[config.mk]
export PLATFORM = sky130hd
export DESIGN_NAME = jukes_cantor_pair_distance_core_flat
export DESIGN_NICKNAME = d
export VERILOG_FILES = /design/src/hdl/jcpd_pkg.sv /design/src/hdl/jcpd_site_if.sv /design/src/hdl/jcpd_result_if.sv /design/src/hdl/jukes_cantor_pair_distance_core.sv /design/src/flat_wrapper.sv
export VERILOG_INCLUDE_DIRS = /design/src /design/src/hdl
export SDC_FILE = /design/constraint.sdc
export NUM_CORES = 2
export LEC_CHECK = 0
export BUFFER_PORTS_ARGS = -buffer_cell sky130_fd_sc_hd__buf_4
export CORE_MARGIN = 10
export CORE_UTILIZATION = 46
export CTS_CLUSTER_SIZE = 25
export DETAILED_ROUTE_END_ITERATION = 7
export PLACE_DENSITY = 0.6
export SETUP_SLACK_MARGIN = 0.5
export SLEW_MARGIN = 10
export SYNTH_ARGS = -nofsm -noshare
export SYNTH_HDL_FRONTEND = slang
export SYNTH_SLANG_ARGS = --single-unit
[constraint.sdc]
create_clock -name clk -period 12 [get_ports clk]
set_input_delay 1.8 -clock clk [delete_from_list [all_inputs] [get_ports clk]]
set_output_delay 1.8 -clock clk [all_outputs]
set_load 0.1 [all_outputs]
[src/hdl/jukes_cantor_pair_distance_core_macros.svh]
// Assertion macros for the Jukes-Cantor pair distance core.
`ifndef JUKES_CANTOR_PAIR_DISTANCE_CORE_MACROS_SVH
`define JUKES_CANTOR_PAIR_DISTANCE_CORE_MACROS_SVH
`ifndef SYNTHESIS
`define JCPD_ASSERT_IMPL(label, ante, cons) \
  label: assert property (@(posedge clk) disable iff (rst) (ante) |-> (cons)) \
    else $error("jcpd assertion failed");
`define JCPD_ASSERT_NEXT(label, ante, cons) \
  label: assert property (@(posedge clk) disable iff (rst) (ante) |=> (cons)) \
    else $error("jcpd assertion failed");
`else
`define JCPD_ASSERT_IMPL(label, ante, cons)
`define JCPD_ASSERT_NEXT(label, ante, cons)
`endif
`endif

[src/hdl/jcpd_pkg.sv]
// Shared types and constants of the Jukes-Cantor pair distance core.
package jcpd_pkg;
  localparam int SUM_WIDTH_DEF = 32;
  localparam int FRAC_BITS_DEF = 16;
  localparam int BASE_W        = 8;
  localparam int WEIGHT_W      = 16;
  localparam int DIST_W        = 24;
  localparam int OSUM_W        = 32;
  localparam int STATUS_W      = 2;

  localparam logic [DIST_W-1:0] DIST_MAX = '1;
  // round(0.75*ln2*2^28)
  localparam logic [27:0] LN2_075_Q28 = 28'd139548960;

  localparam logic [STATUS_W-1:0] ST_OK       = 2'd0;
  localparam logic [STATUS_W-1:0] ST_NO_SITES = 2'd1;
  localparam logic [STATUS_W-1:0] ST_INFINITE = 2'd2;

  localparam logic [BASE_W-1:0] CH_A = 8'h61;
  localparam logic [BASE_W-1:0] CH_C = 8'h63;
  localparam logic [BASE_W-1:0] CH_G = 8'h67;
  localparam logic [BASE_W-1:0] CH_T = 8'h74;
  localparam logic [BASE_W-1:0] CH_UP_A = 8'h41;
  localparam logic [BASE_W-1:0] CH_UP_Z = 8'h5A;
  localparam logic [BASE_W-1:0] CASE_OFS = 8'h20;

  typedef enum logic [2:0] {
    S_IDLE, S_CHECK, S_NORM, S_LOG, S_MUL_LO, S_MUL_HI, S_DONE
  } state_t;
endpackage

[src/hdl/jcpd_site_if.sv]
// Site request channel of the Jukes-Cantor pair distance core.
interface jcpd_site_if;
  logic                            valid;
  logic                            ready;
  logic [jcpd_pkg::BASE_W-1:0]     base_first;
  logic [jcpd_pkg::BASE_W-1:0]     base_second;
  logic [jcpd_pkg::WEIGHT_W-1:0]   site_weight;
  logic                            last_site;
  modport source (output valid, base_first, base_second, site_weight, last_site,
                  input ready);
  modport sink (input valid, base_first, base_second, site_weight, last_site,
                output ready);
endinterface

[src/hdl/jcpd_result_if.sv]
// Result request channel of the Jukes-Cantor pair distance core.
interface jcpd_result_if;
  logic                            valid;
  logic                            ready;
  logic [jcpd_pkg::DIST_W-1:0]     distance;
  logic [jcpd_pkg::OSUM_W-1:0]     differing_weight;
  logic [jcpd_pkg::OSUM_W-1:0]     compared_weight;
  logic [jcpd_pkg::STATUS_W-1:0]   status;
  modport source (output valid, distance, differing_weight, compared_weight, status,
                  input ready);
  modport sink (input valid, distance, differing_weight, compared_weight, status,
                output ready);
endinterface

[src/hdl/jukes_cantor_pair_distance_core.sv]
// Jukes-Cantor pair distance core: site accumulation and bit-serial log2 distance.
//
//  channel | dir | request carries
//  sites   | in  | base_first, base_second, site_weight, last_site
//  result  | out | distance, differing_weight, compared_weight, status
//
// A site that is not the last is taken in S_IDLE; sites stream back to back.
// A last site starts the distance pass: a check state, then for each of the
// two logs the normalize state (one-bit shifts, then a load) and 30 squaring
// steps (one log2 bit each) on the shared 31x31 multiplier, then the low and
// high partial-product states and the output load state.
// sites.ready is low until the result is loaded; a stalled result holds it low.
// Reset is synchronous and clears both sums and the output valid.
`include "jukes_cantor_pair_distance_core_macros.svh"
module jukes_cantor_pair_distance_core #(
  parameter int SUM_WIDTH = jcpd_pkg::SUM_WIDTH_DEF,
  parameter int FRAC_BITS = jcpd_pkg::FRAC_BITS_DEF
) (
  input  logic clk,
  input  logic rst,
  jcpd_site_if.sink     sites,
  jcpd_result_if.source result
);
  localparam int NW   = SUM_WIDTH + 2;
  localparam int NWX  = (NW > 31) ? NW : 31;
  localparam int EW   = $clog2(NWX);
  localparam int LW   = EW + 30;
  localparam int LO_W = 18;
  localparam int HI_W = LW - LO_W;
  localparam int PW   = LW + 28;
  localparam int SH   = 58 - FRAC_BITS;
  localparam int XW   = (SUM_WIDTH > 32) ? SUM_WIDTH : 32;

  function automatic logic [jcpd_pkg::BASE_W-1:0] lower(
    input logic [jcpd_pkg::BASE_W-1:0] c);
    return (c >= jcpd_pkg::CH_UP_A && c <= jcpd_pkg::CH_UP_Z) ?
           c + jcpd_pkg::CASE_OFS : c;
  endfunction

  function automatic logic is_certain(input logic [jcpd_pkg::BASE_W-1:0] c);
    return c == jcpd_pkg::CH_A || c == jcpd_pkg::CH_C ||
           c == jcpd_pkg::CH_G || c == jcpd_pkg::CH_T;
  endfunction

  jcpd_pkg::state_t state, state_next;

  logic [SUM_WIDTH-1:0] differ_sum, total_sum;
  logic [NW-1:0]        m_val;
  logic [NWX-1:0]       x;
  logic [EW-1:0]        e;
  logic [30:0]          m;
  logic [29:0]          frac;
  logic [4:0]           cnt;
  logic                 sel;
  logic [LW-1:0]        ln_n, diff;
  logic [PW-1:0]        prod;
  logic [jcpd_pkg::STATUS_W-1:0] status_r;

  logic accept, last_step, load_out, in_ready;
  logic a_cert, b_cert, use_site, differ;
  logic [jcpd_pkg::BASE_W-1:0] la, lb;
  logic [SUM_WIDTH:0] tot_add, dif_add;
  logic [NW-1:0] n_c, d4_c;
  logic [61:0] sq;
  logic [LW-1:0] ln_cur;
  logic [LO_W+27:0] p_lo;
  logic [HI_W+27:0] p_hi;
  logic [PW-1:0] shv;
  logic [jcpd_pkg::DIST_W-1:0] dist_c;
  logic [XW-1:0] dx, tx;

  assign accept = sites.valid && sites.ready;
  assign la = lower(sites.base_first);
  assign lb = lower(sites.base_second);
  assign a_cert = is_certain(la);
  assign b_cert = is_certain(lb);
  assign use_site = (sites.site_weight != '0) && a_cert && b_cert;
  assign differ = la != lb;
  assign tot_add = {1'b0, total_sum} + (SUM_WIDTH+1)'(sites.site_weight);
  assign dif_add = {1'b0, differ_sum} + (SUM_WIDTH+1)'(sites.site_weight);

  assign n_c  = {total_sum, 1'b0} + NW'(total_sum);
  assign d4_c = {differ_sum, 2'b00};

  assign sq = {31'b0, m} * {31'b0, m};
  assign last_step = cnt == 5'd29;
  assign ln_cur = {e, frac[28:0], sq[61]};

  assign p_lo = (LO_W+28)'(diff[LO_W-1:0]) * (LO_W+28)'(jcpd_pkg::LN2_075_Q28);
  assign p_hi = (HI_W+28)'(diff[LW-1:LO_W]) * (HI_W+28)'(jcpd_pkg::LN2_075_Q28);

  assign shv = prod >> SH;
  always_comb begin
    if (status_r == jcpd_pkg::ST_INFINITE) begin
      dist_c = jcpd_pkg::DIST_MAX;
    end else if (status_r == jcpd_pkg::ST_NO_SITES) begin
      dist_c = '0;
    end else if ((shv >> jcpd_pkg::DIST_W) != '0) begin
      dist_c = jcpd_pkg::DIST_MAX;
    end else begin
      dist_c = shv[jcpd_pkg::DIST_W-1:0];
    end
  end

  assign dx = XW'(differ_sum);
  assign tx = XW'(total_sum);

  always_comb begin
    state_next = state;
    case (state)
      jcpd_pkg::S_IDLE:   if (accept && sites.last_site) state_next = jcpd_pkg::S_CHECK;
      jcpd_pkg::S_CHECK: begin
        if (total_sum == '0 || d4_c >= n_c) state_next = jcpd_pkg::S_DONE;
        else state_next = jcpd_pkg::S_NORM;
      end
      jcpd_pkg::S_NORM:   if (x[NWX-1]) state_next = jcpd_pkg::S_LOG;
      jcpd_pkg::S_LOG: begin
        if (last_step) state_next = sel ? jcpd_pkg::S_MUL_LO : jcpd_pkg::S_NORM;
      end
      jcpd_pkg::S_MUL_LO: state_next = jcpd_pkg::S_MUL_HI;
      jcpd_pkg::S_MUL_HI: state_next = jcpd_pkg::S_DONE;
      jcpd_pkg::S_DONE:   if (load_out) state_next = jcpd_pkg::S_IDLE;
      default:            state_next = jcpd_pkg::S_IDLE;
    endcase
  end

  always_comb begin
    in_ready = 1'b0;
    load_out = 1'b0;
    case (state)
      jcpd_pkg::S_IDLE: in_ready = 1'b1;
      jcpd_pkg::S_DONE: load_out = !result.valid || result.ready;
      default: begin
        in_ready = 1'b0;
        load_out = 1'b0;
      end
    endcase
  end

  assign sites.ready = in_ready;

  always_ff @(posedge clk) begin
    if (rst) begin
      state      <= jcpd_pkg::S_IDLE;
      differ_sum <= '0;
      total_sum  <= '0;
    end else begin
      state <= state_next;
      if (accept && use_site) begin
        total_sum <= tot_add[SUM_WIDTH] ? '1 : tot_add[SUM_WIDTH-1:0];
        if (differ) differ_sum <= dif_add[SUM_WIDTH] ? '1 : dif_add[SUM_WIDTH-1:0];
      end
      if (load_out) begin
        differ_sum <= '0;
        total_sum  <= '0;
      end
    end
  end

  always_ff @(posedge clk) begin
    case (state)
      jcpd_pkg::S_CHECK: begin
        m_val <= n_c - d4_c;
        x     <= NWX'(n_c);
        e     <= EW'(NWX - 1);
        sel   <= 1'b0;
        if (total_sum == '0) status_r <= jcpd_pkg::ST_NO_SITES;
        else if (d4_c >= n_c) status_r <= jcpd_pkg::ST_INFINITE;
        else status_r <= jcpd_pkg::ST_OK;
      end
      jcpd_pkg::S_NORM: begin
        cnt <= '0;
        if (x[NWX-1]) begin
          m <= x[NWX-1 -: 31];
        end else begin
          x <= {x[NWX-2:0], 1'b0};
          e <= e - 1'b1;
        end
      end
      jcpd_pkg::S_LOG: begin
        m    <= sq[61] ? sq[61:31] : sq[60:30];
        frac <= {frac[28:0], sq[61]};
        cnt  <= cnt + 1'b1;
        if (last_step) begin
          if (!sel) begin
            ln_n <= ln_cur;
            x    <= NWX'(m_val);
            e    <= EW'(NWX - 1);
            sel  <= 1'b1;
          end else begin
            diff <= (ln_n > ln_cur) ? ln_n - ln_cur : '0;
          end
        end
      end
      jcpd_pkg::S_MUL_LO: prod <= PW'(p_lo);
      jcpd_pkg::S_MUL_HI: prod <= prod + (PW'(p_hi) << LO_W);
      default: ;
    endcase
  end

  always_ff @(posedge clk) begin
    if (rst) begin
      result.valid <= 1'b0;
    end else if (load_out) begin
      result.valid <= 1'b1;
    end else if (result.ready) begin
      result.valid <= 1'b0;
    end
  end

  always_ff @(posedge clk) begin
    if (load_out) begin
      result.distance         <= dist_c;
      result.differing_weight <= dx[jcpd_pkg::OSUM_W-1:0];
      result.compared_weight  <= tx[jcpd_pkg::OSUM_W-1:0];
      result.status           <= status_r;
    end
  end

  `JCPD_ASSERT_IMPL(a_sum_order, 1'b1, differ_sum <= total_sum)
  `JCPD_ASSERT_IMPL(a_log_norm, state == jcpd_pkg::S_LOG, m[30])
  `JCPD_ASSERT_NEXT(a_last_busy, accept && sites.last_site, state == jcpd_pkg::S_CHECK)
  `JCPD_ASSERT_IMPL(a_no_sites,
    result.valid && result.status == jcpd_pkg::ST_NO_SITES,
    result.distance == '0 && result.differing_weight == '0)
endmodule

[src/flat_wrapper.sv]
// flat-port wrapper written by rule: the top's interface ports become plain ports
module jukes_cantor_pair_distance_core_flat 
#(
  parameter int SUM_WIDTH = jcpd_pkg::SUM_WIDTH_DEF,
  parameter int FRAC_BITS = jcpd_pkg::FRAC_BITS_DEF
)
  (clk, rst, sites_valid, sites_base_first, sites_base_second, sites_site_weight, sites_last_site, sites_ready, result_valid, result_distance, result_differing_weight, result_compared_weight, result_status, result_ready);
  jcpd_site_if sites_i ();
  jcpd_result_if result_i ();
  input  logic clk;
  input  logic rst;
  input wire logic [$bits(sites_i.valid)-1:0] sites_valid;
  input wire logic [$bits(sites_i.base_first)-1:0] sites_base_first;
  input wire logic [$bits(sites_i.base_second)-1:0] sites_base_second;
  input wire logic [$bits(sites_i.site_weight)-1:0] sites_site_weight;
  input wire logic [$bits(sites_i.last_site)-1:0] sites_last_site;
  output wire logic [$bits(sites_i.ready)-1:0] sites_ready;
  output wire logic [$bits(result_i.valid)-1:0] result_valid;
  output wire logic [$bits(result_i.distance)-1:0] result_distance;
  output wire logic [$bits(result_i.differing_weight)-1:0] result_differing_weight;
  output wire logic [$bits(result_i.compared_weight)-1:0] result_compared_weight;
  output wire logic [$bits(result_i.status)-1:0] result_status;
  input wire logic [$bits(result_i.ready)-1:0] result_ready;
  assign sites_i.valid = sites_valid;
  assign sites_i.base_first = sites_base_first;
  assign sites_i.base_second = sites_base_second;
  assign sites_i.site_weight = sites_site_weight;
  assign sites_i.last_site = sites_last_site;
  assign sites_ready = sites_i.ready;
  assign result_valid = result_i.valid;
  assign result_distance = result_i.distance;
  assign result_differing_weight = result_i.differing_weight;
  assign result_compared_weight = result_i.compared_weight;
  assign result_status = result_i.status;
  assign result_i.ready = result_ready;
  jukes_cantor_pair_distance_core #(.SUM_WIDTH(SUM_WIDTH), .FRAC_BITS(FRAC_BITS)) u_core (.clk(clk), .rst(rst), .sites(sites_i), .result(result_i));
endmodule
**Yosys cells after proc, flatten, opt, wreduce, memory -nomap -nowiden**

Index checks and enable logic that the tools add are counted.

- $add $sub $neg: 10
- Multiply operators: 3
- $lt $le $gt $ge: 6
- Eq/ne operators: 24
- Muxes and demuxes: 32
- Bitwise logic cells: 1
- Reduce and logical (&&, ||, !) cells: 33

Operators with widths:

| operator | count |
|---|---|
| $pmux W64 S2 | 1 |
| $mux W34 | 3 |
| $pmux W34 S3 | 1 |
| $mul A18 B23 Y41 const B | 2 |
| $add A32 B16 Y33 | 2 |
| $add A64 B64 Y64 | 1 |
| $eq A8 B7 Y1 const B | 8 |
| $mux W32 | 2 |
| $mul A31 B31 Y62 | 1 |
| $mux W31 | 2 |
| $pmux W31 S2 | 1 |
| $gt A36 B36 Y1 | 1 |
| $sub A36 B36 Y36 | 1 |
| $add A33 B32 Y34 | 1 |
| $ge A34 B34 Y1 | 1 |
| $sub A34 B34 Y34 | 1 |
| $logic_not A32 Y1 | 1 |
| $mux W22 | 1 |
| $pmux W3 S7 | 1 |
| $mux W3 | 6 |
| $mux W6 | 3 |
| $pmux W6 S3 | 1 |
| $add A8 B6 Y8 const B | 2 |
| $ge A8 B7 Y1 const B | 2 |
| other kinds (29) | 63 |

- Register bits after elaboration: 436

**Depth between registers and ports, before layout**

- Depth after elaboration: 11
- Mapped depth: 43
- Gate-level depth less buffers: 40

**Least setup slack after synthesis**

Ideal clock, no wire load.

- Path type: flip-flop to flip-flop
- From: reg u_core.m[12]
- To: reg u_core.diff[30] (data pin)
- Data arrival time: 10.373 ns
- Required time: 11.740 ns
- Setup slack: 1.367 ns
- Cell stages (with the launch flop): 42
- Clock period less this slack: 10.633 ns
- Cells stage by stage: edfxtp_1 -> clkbuf_1 -> clkbuf_1 -> nand2_1 -> fa_1 -> inv_1 -> fa_1 -> inv_1 -> fa_1 -> fa_1 -> inv_1 -> fa_1 -> fa_1 -> fa_1 -> inv_1 -> fa_1 -> inv_1 -> ha_1 -> [... 6 more ...] -> a211o_2 -> xnor2_4 -> inv_2 -> buf_2 -> ha_1 -> inv_1 -> fa_1 -> a21o_1 -> a21oi_2 -> o211ai_2 -> o221ai_2 -> o211ai_2 -> a41o_1 -> or4b_4 -> and3_1 -> o2111ai_1 -> o2bb2ai_1 -> mux2_2

- Longest elaborated chain between the ends: 2
- Elaborated cells on any way between the ends: 3
- Those cells by class: 1 x add/sub; 1 x mul; 1 x order compare

Ends and longest elaborated chain:

| item | line | text |
|---|---|---|
| start: declaration | jukes_cantor_pair_distance_core.sv:51 | `logic [30:0] m;` |
| start signal: assignment | jukes_cantor_pair_distance_core.sv:174 | `m <= x[NWX-1 -: 31];` |
| start signal: assignment | jukes_cantor_pair_distance_core.sv:181 | `m <= sq[61] ? sq[61:31] : sq[60:30];` |
| $mul A31 B31 Y62 * | jukes_cantor_pair_distance_core.sv:85 | `assign sq = {31'b0, m} * {31'b0, m};` |
| net u_core.sq[61] | jukes_cantor_pair_distance_core.sv:64 | `logic [61:0] sq;` |
| $sub A36 B36 Y36 or $gt A36 B36 Y1 (tied branches) | jukes_cantor_pair_distance_core.sv:191 | `diff <= (ln_n > ln_cur) ? ln_n - ln_cur : '0;` |
| end signal: assignment | jukes_cantor_pair_distance_core.sv:191 |  |
| end: declaration | jukes_cantor_pair_distance_core.sv:55 | `logic [LW-1:0] ln_n, diff;` |

The timed path passes the listed nets; every way through them passes the cells marked *.
A chain may end at the register's enable or synchronous reset.

**Worst setup path in the final report**

- From: reg u_core.m[8]
- To: reg u_core.diff[30] (data pin)

- Longest elaborated chain between the ends: 2
- Elaborated cells on any way between the ends: 3
- Those cells by class: 1 x add/sub; 1 x mul; 1 x order compare

Ends and longest elaborated chain:

| item | line |
|---|---|
| $mul A31 B31 Y62 * | jukes_cantor_pair_distance_core.sv:85 |
| $sub A36 B36 Y36 or $gt A36 B36 Y1 (tied branches) | jukes_cantor_pair_distance_core.sv:191 |

Mark *: on every way between the ends. The rest lies on a longest branch, timed or not.

==> metrics.yaml <==
cells_and_area:
  final_layout_size_suffix_gt1_frac: 0.0625
  num_antenna_cells: 0
  syn_to_final_growth_pct: 8.60
  fill_cells: 12403
  nets: 8171
die:
  die_x_um: 386
  rows: 134
  start_util: 0.462
  die-area_sq_um: 149000
  die_h_um: 386
  core_area_sq_um: 133000
  ios: 129
synth:
  synth_seq_area_share: 0.190
  netlist_area_sq_um: 61500
  synth-compound-area-share: 0.101
  synth_xor_area_frac: 0.0378
  ys_ff_latch: 412
  synth.area.top_cells: "fa_1, edfxtp_1, ha_1"
  ys_warn_count: 0
  synth_fa_ha_area_frac: 0.469
  muxShareOfSynthArea: 0.00167
  synthesis.nets: 8032
  synth_cell_types: 100
  yosysTopAreaCell: "fa_1"
  synth_top_area_frac: 0.304
  netlist_instances: 6269
  synthFlopType: "edfxtp_1"
  syn_area_per_cell_sq_um: 9.80
  synth-edff-count: 344
  yosys.area_share.simple: 0.104
  synth_top_family_by_area: "adder cells"
  async_flop_share: 0
worst_setup_path:
  path_max_fanout: 26
  slowest_delay_ns: 0.58
  worstSetupStartpointType: "flop"
  arrival_ns: 11.49
  slowest_stage: "fa_1"
  crit_type: "reg -> reg"
  r2r-start: "u_core.m[8]$_DFFE_PP_"
  rr_worst_depth: 41
  regToRegSetupSlack_ns: 0.87
  path_common_cell: "fa_1"
  r2r-end: "u_core.diff[30]$_SDFFCE_PP0P_"
  worstPathRequired_ns: 12.36
  end_kind: "flop"
clock_tree:
  clkTransAtPathRegs_ns: 0.06
  clk_latency_ns: 0.65
  cts-root-buf: "clkbuf_16"
  clockBufferDepth: 3
  numCtsBuffers: 50
  clkSinkCount: 412
  htree_levels: 2
  cts_tree: "yes"
hold_path:
  min-delay-start: "u_core.differ_sum[19]$_SDFFE_PP0P_"
  whs_path_depth: 0
  min_to: "u_core.result.differing_weight[19]$_DFFE_PP_"
  hp-class: "reg -> reg"
run_status:
  outcome: "complete, no violations"
routing:
  wl_per_cell_um: 19.2
  drc: 0
  routed_wirelength_um: 157000
  num_vias: 43548
  routed_via_density: 5.30
  drtAntennaViolNets: 0
  drt_first_pass_iters: 6
  drtIter0Drc: 2639
timing:
  tns_ns: 0
  relSlewSlack: 0.267
  setup_ws_ns: 0.871
  fmax_ghz: 0.0899
  maxSlewViolCount: 0
  worstMarginPinSlew_ns: 1.10
  hold_viol: 0
  min_period_over_period: 0.927
  clock_skew_ns: 0.0645
  period_needed_ns: 11.13
  rsz0062_at_grt: "no"
  setup_violations: 0
placement:
  dp_slack_ns: 0.416
  gp_congestion: 0.915
  port_buffers: 128
  dp_hpwl_um: 128000
global_routing:
  grt_usage: 0.214
  grt_pass1_wl_um: 253000
  first_global_vias: 45825
  antenna_found_initial: 2
  grt_max_degree: 67
  overflow: 0
job:
  drv_cap: 0
power_and_ir_drop:
  ir_drop_mv: 0.454
  power_density_nw_per_um2: 203
  p_leak_nw: 33.0
-- cells by family after synthesis --
family          count (synthesis)
compound gates                942
xor+xnor                      263
fa+ha+maj                    1748
buf+inv                      1575
flops                         412
mux                            10
simple gates                 1319
-- worst max-delay path: cells and delay by family, from the launching register on --
| kind | cells | cell delay [ns] |
|---|---|---|
| adders and majority gates | 11 | 5.01 |
| muxes | 1 | 0.34 |
| and+or+nand+nor | 6 | 1.62 |
| xor gates and xnor gates | 1 | 0.16 |
| buffers and inverters | 10 | 0.73 |
| AOI/OAI and AO/OA | 12 | 2.50 |
| DFF | 1 | 0.45 |
-- synth_stat cells (all sizes together) (9+ instances only) --
| cell type | number |
|---|---|
| o21ai | 160 |
| a21boi | 16 |
| nor3 | 77 |
| a21oi | 295 |
| a211oi | 33 |
| and2 | 186 |
| ha | 794 |
| o2111ai | 12 |
| nor3b | 10 |
| maj3 | 22 |
| o21a | 41 |
| edfxtp | 344 |
| a2111oi | 9 |
| clkbuf | 144 |
| o31ai | 17 |
| inv | 1415 |
| dfxtp | 68 |
| or2 | 17 |
| fa | 932 |
| nand3 | 75 |
| or3 | 23 |
| nor2 | 316 |
| xor2 | 89 |
| buf | 15 |
| xnor2 | 174 |
| nor2b | 42 |
| o211ai | 25 |
| nand2b | 36 |
| o21bai | 37 |
| a221oi | 33 |
| a31oi | 32 |
| and4 | 9 |
| a211o | 13 |
| nand2 | 404 |
| nor4 | 22 |
| and3 | 40 |
| a221o | 23 |
| a21o | 129 |
| nand4 | 37 |
-- state kept, by name (all words and copies together) (netlist names), 6 cells and up --
name	count
u_core.total_sum	32
u_core.x	34
u_core.ln_n	36
u_core.differ_sum	32
u_core.frac	29
u_core.m	31
u_core.result.distance	23
u_core.result.compared_weight	32
u_core.result.differing_weight	32
u_core.m_val	34
u_core.prod	41
u_core.e	6
u_core.diff	36
-- worst max-delay path by stage --
stage / to / slack (ns) / cells after the start / start
floorplan: u_core.diff[30]$_SDFFCE_PP0P_ / 1.37 / 41 / u_core.m[12]$_DFFE_PP_
global placement: u_core.diff[30]$_SDFFCE_PP0P_ / 0.51 / 36 / u_core.m[21]$_DFFE_PP_
detailed placement: u_core.diff[30]$_SDFFCE_PP0P_ / 0.42 / 36 / u_core.m[21]$_DFFE_PP_
CTS: u_core.diff[30]$_SDFFCE_PP0P_ / 0.53 / 37 / u_core.m[25]$_DFFE_PP_
global route: u_core.diff[30]$_SDFFCE_PP0P_ / 0.47 / 39 / u_core.m[21]$_DFFE_PP_
finish: u_core.diff[30]$_SDFFCE_PP0P_ / 0.87 / 41 / u_core.m[8]$_DFFE_PP_
-- metal layers --
| metal | vias up | part of all wire | GRT usage |
|---|---|---|---|
| met5 | - | 0.000083 | 0 |
| met4 | 2 | 0.024 | 0.0476 |
| met3 | 209 | 0.054 | 0.0326 |
| met2 | 976 | 0.47 | 0.355 |
| met1 | 21724 | 0.45 | 0.294 |
| li1 | 20637 | - | - |
-- repair_timing --
| action | in CTS | in global routing |
|---|---|---|
| setup endpoints to repair | 1 | 30 |
| hold buffers | 0 | 0 |
| resized for setup | 1 | 16 |
| setup buffers | 6 | 34 |
| pin swaps | 0 | 1 |
-- cell usage in the layout, fill, tap and decap left out, types with 129 or more instances in the layout --
master,netlist,layout
o21ai_0,154,154
buf_4,2,230
ha_1,794,794
nor2_1,315,311
xnor2_1,173,173
and2_1,185,185
inv_1,1413,1408
a21oi_1,294,294
fa_1,932,932
a21o_1,129,129
edfxtp_1,344,344
nand2_1,404,403
-- metrics by stage --
stage                     instance area (sq um)  utilization  cells  total power, mW  hold WS [ns]
after floorplan                           61500            -   6269             9.03         0.408
after global placement                    64800        0.486   8084             11.7         0.432
after detailed placement                  64800        0.486   8084             11.8         0.425
after CTS                                 66400        0.499   8182             13.4         0.452
after global routing                      66700        0.501   8216             14.8         0.467
final                                     66700        0.501   8216             13.6         0.451
-- power by group --
group          switching [mW]  internal [mW]  total (mW)
logic                    6.39           4.05        10.4
registers              0.0386           1.60        1.64
clock network           0.665          0.835        1.50
-- cell type report --
| cell class | instances | area, sq um | area share |
|---|---|---|---|
| Multi-Input combinational cell | 4282 | 43900 | 0.658 |
| Tap cell | 1768 | 2210 | 0.0331 |
| Clock inverter | 34 | 295 | 0.00442 |
| Clock buffer | 58 | 1280 | 0.0192 |
| Timing Repair Buffer | 246 | 2000 | 0.0300 |
| Inverter | 1416 | 5330 | 0.0798 |
| Sequential cell | 412 | 11700 | 0.175 |
No activity file was read; power rests on OpenSTA's default activity.
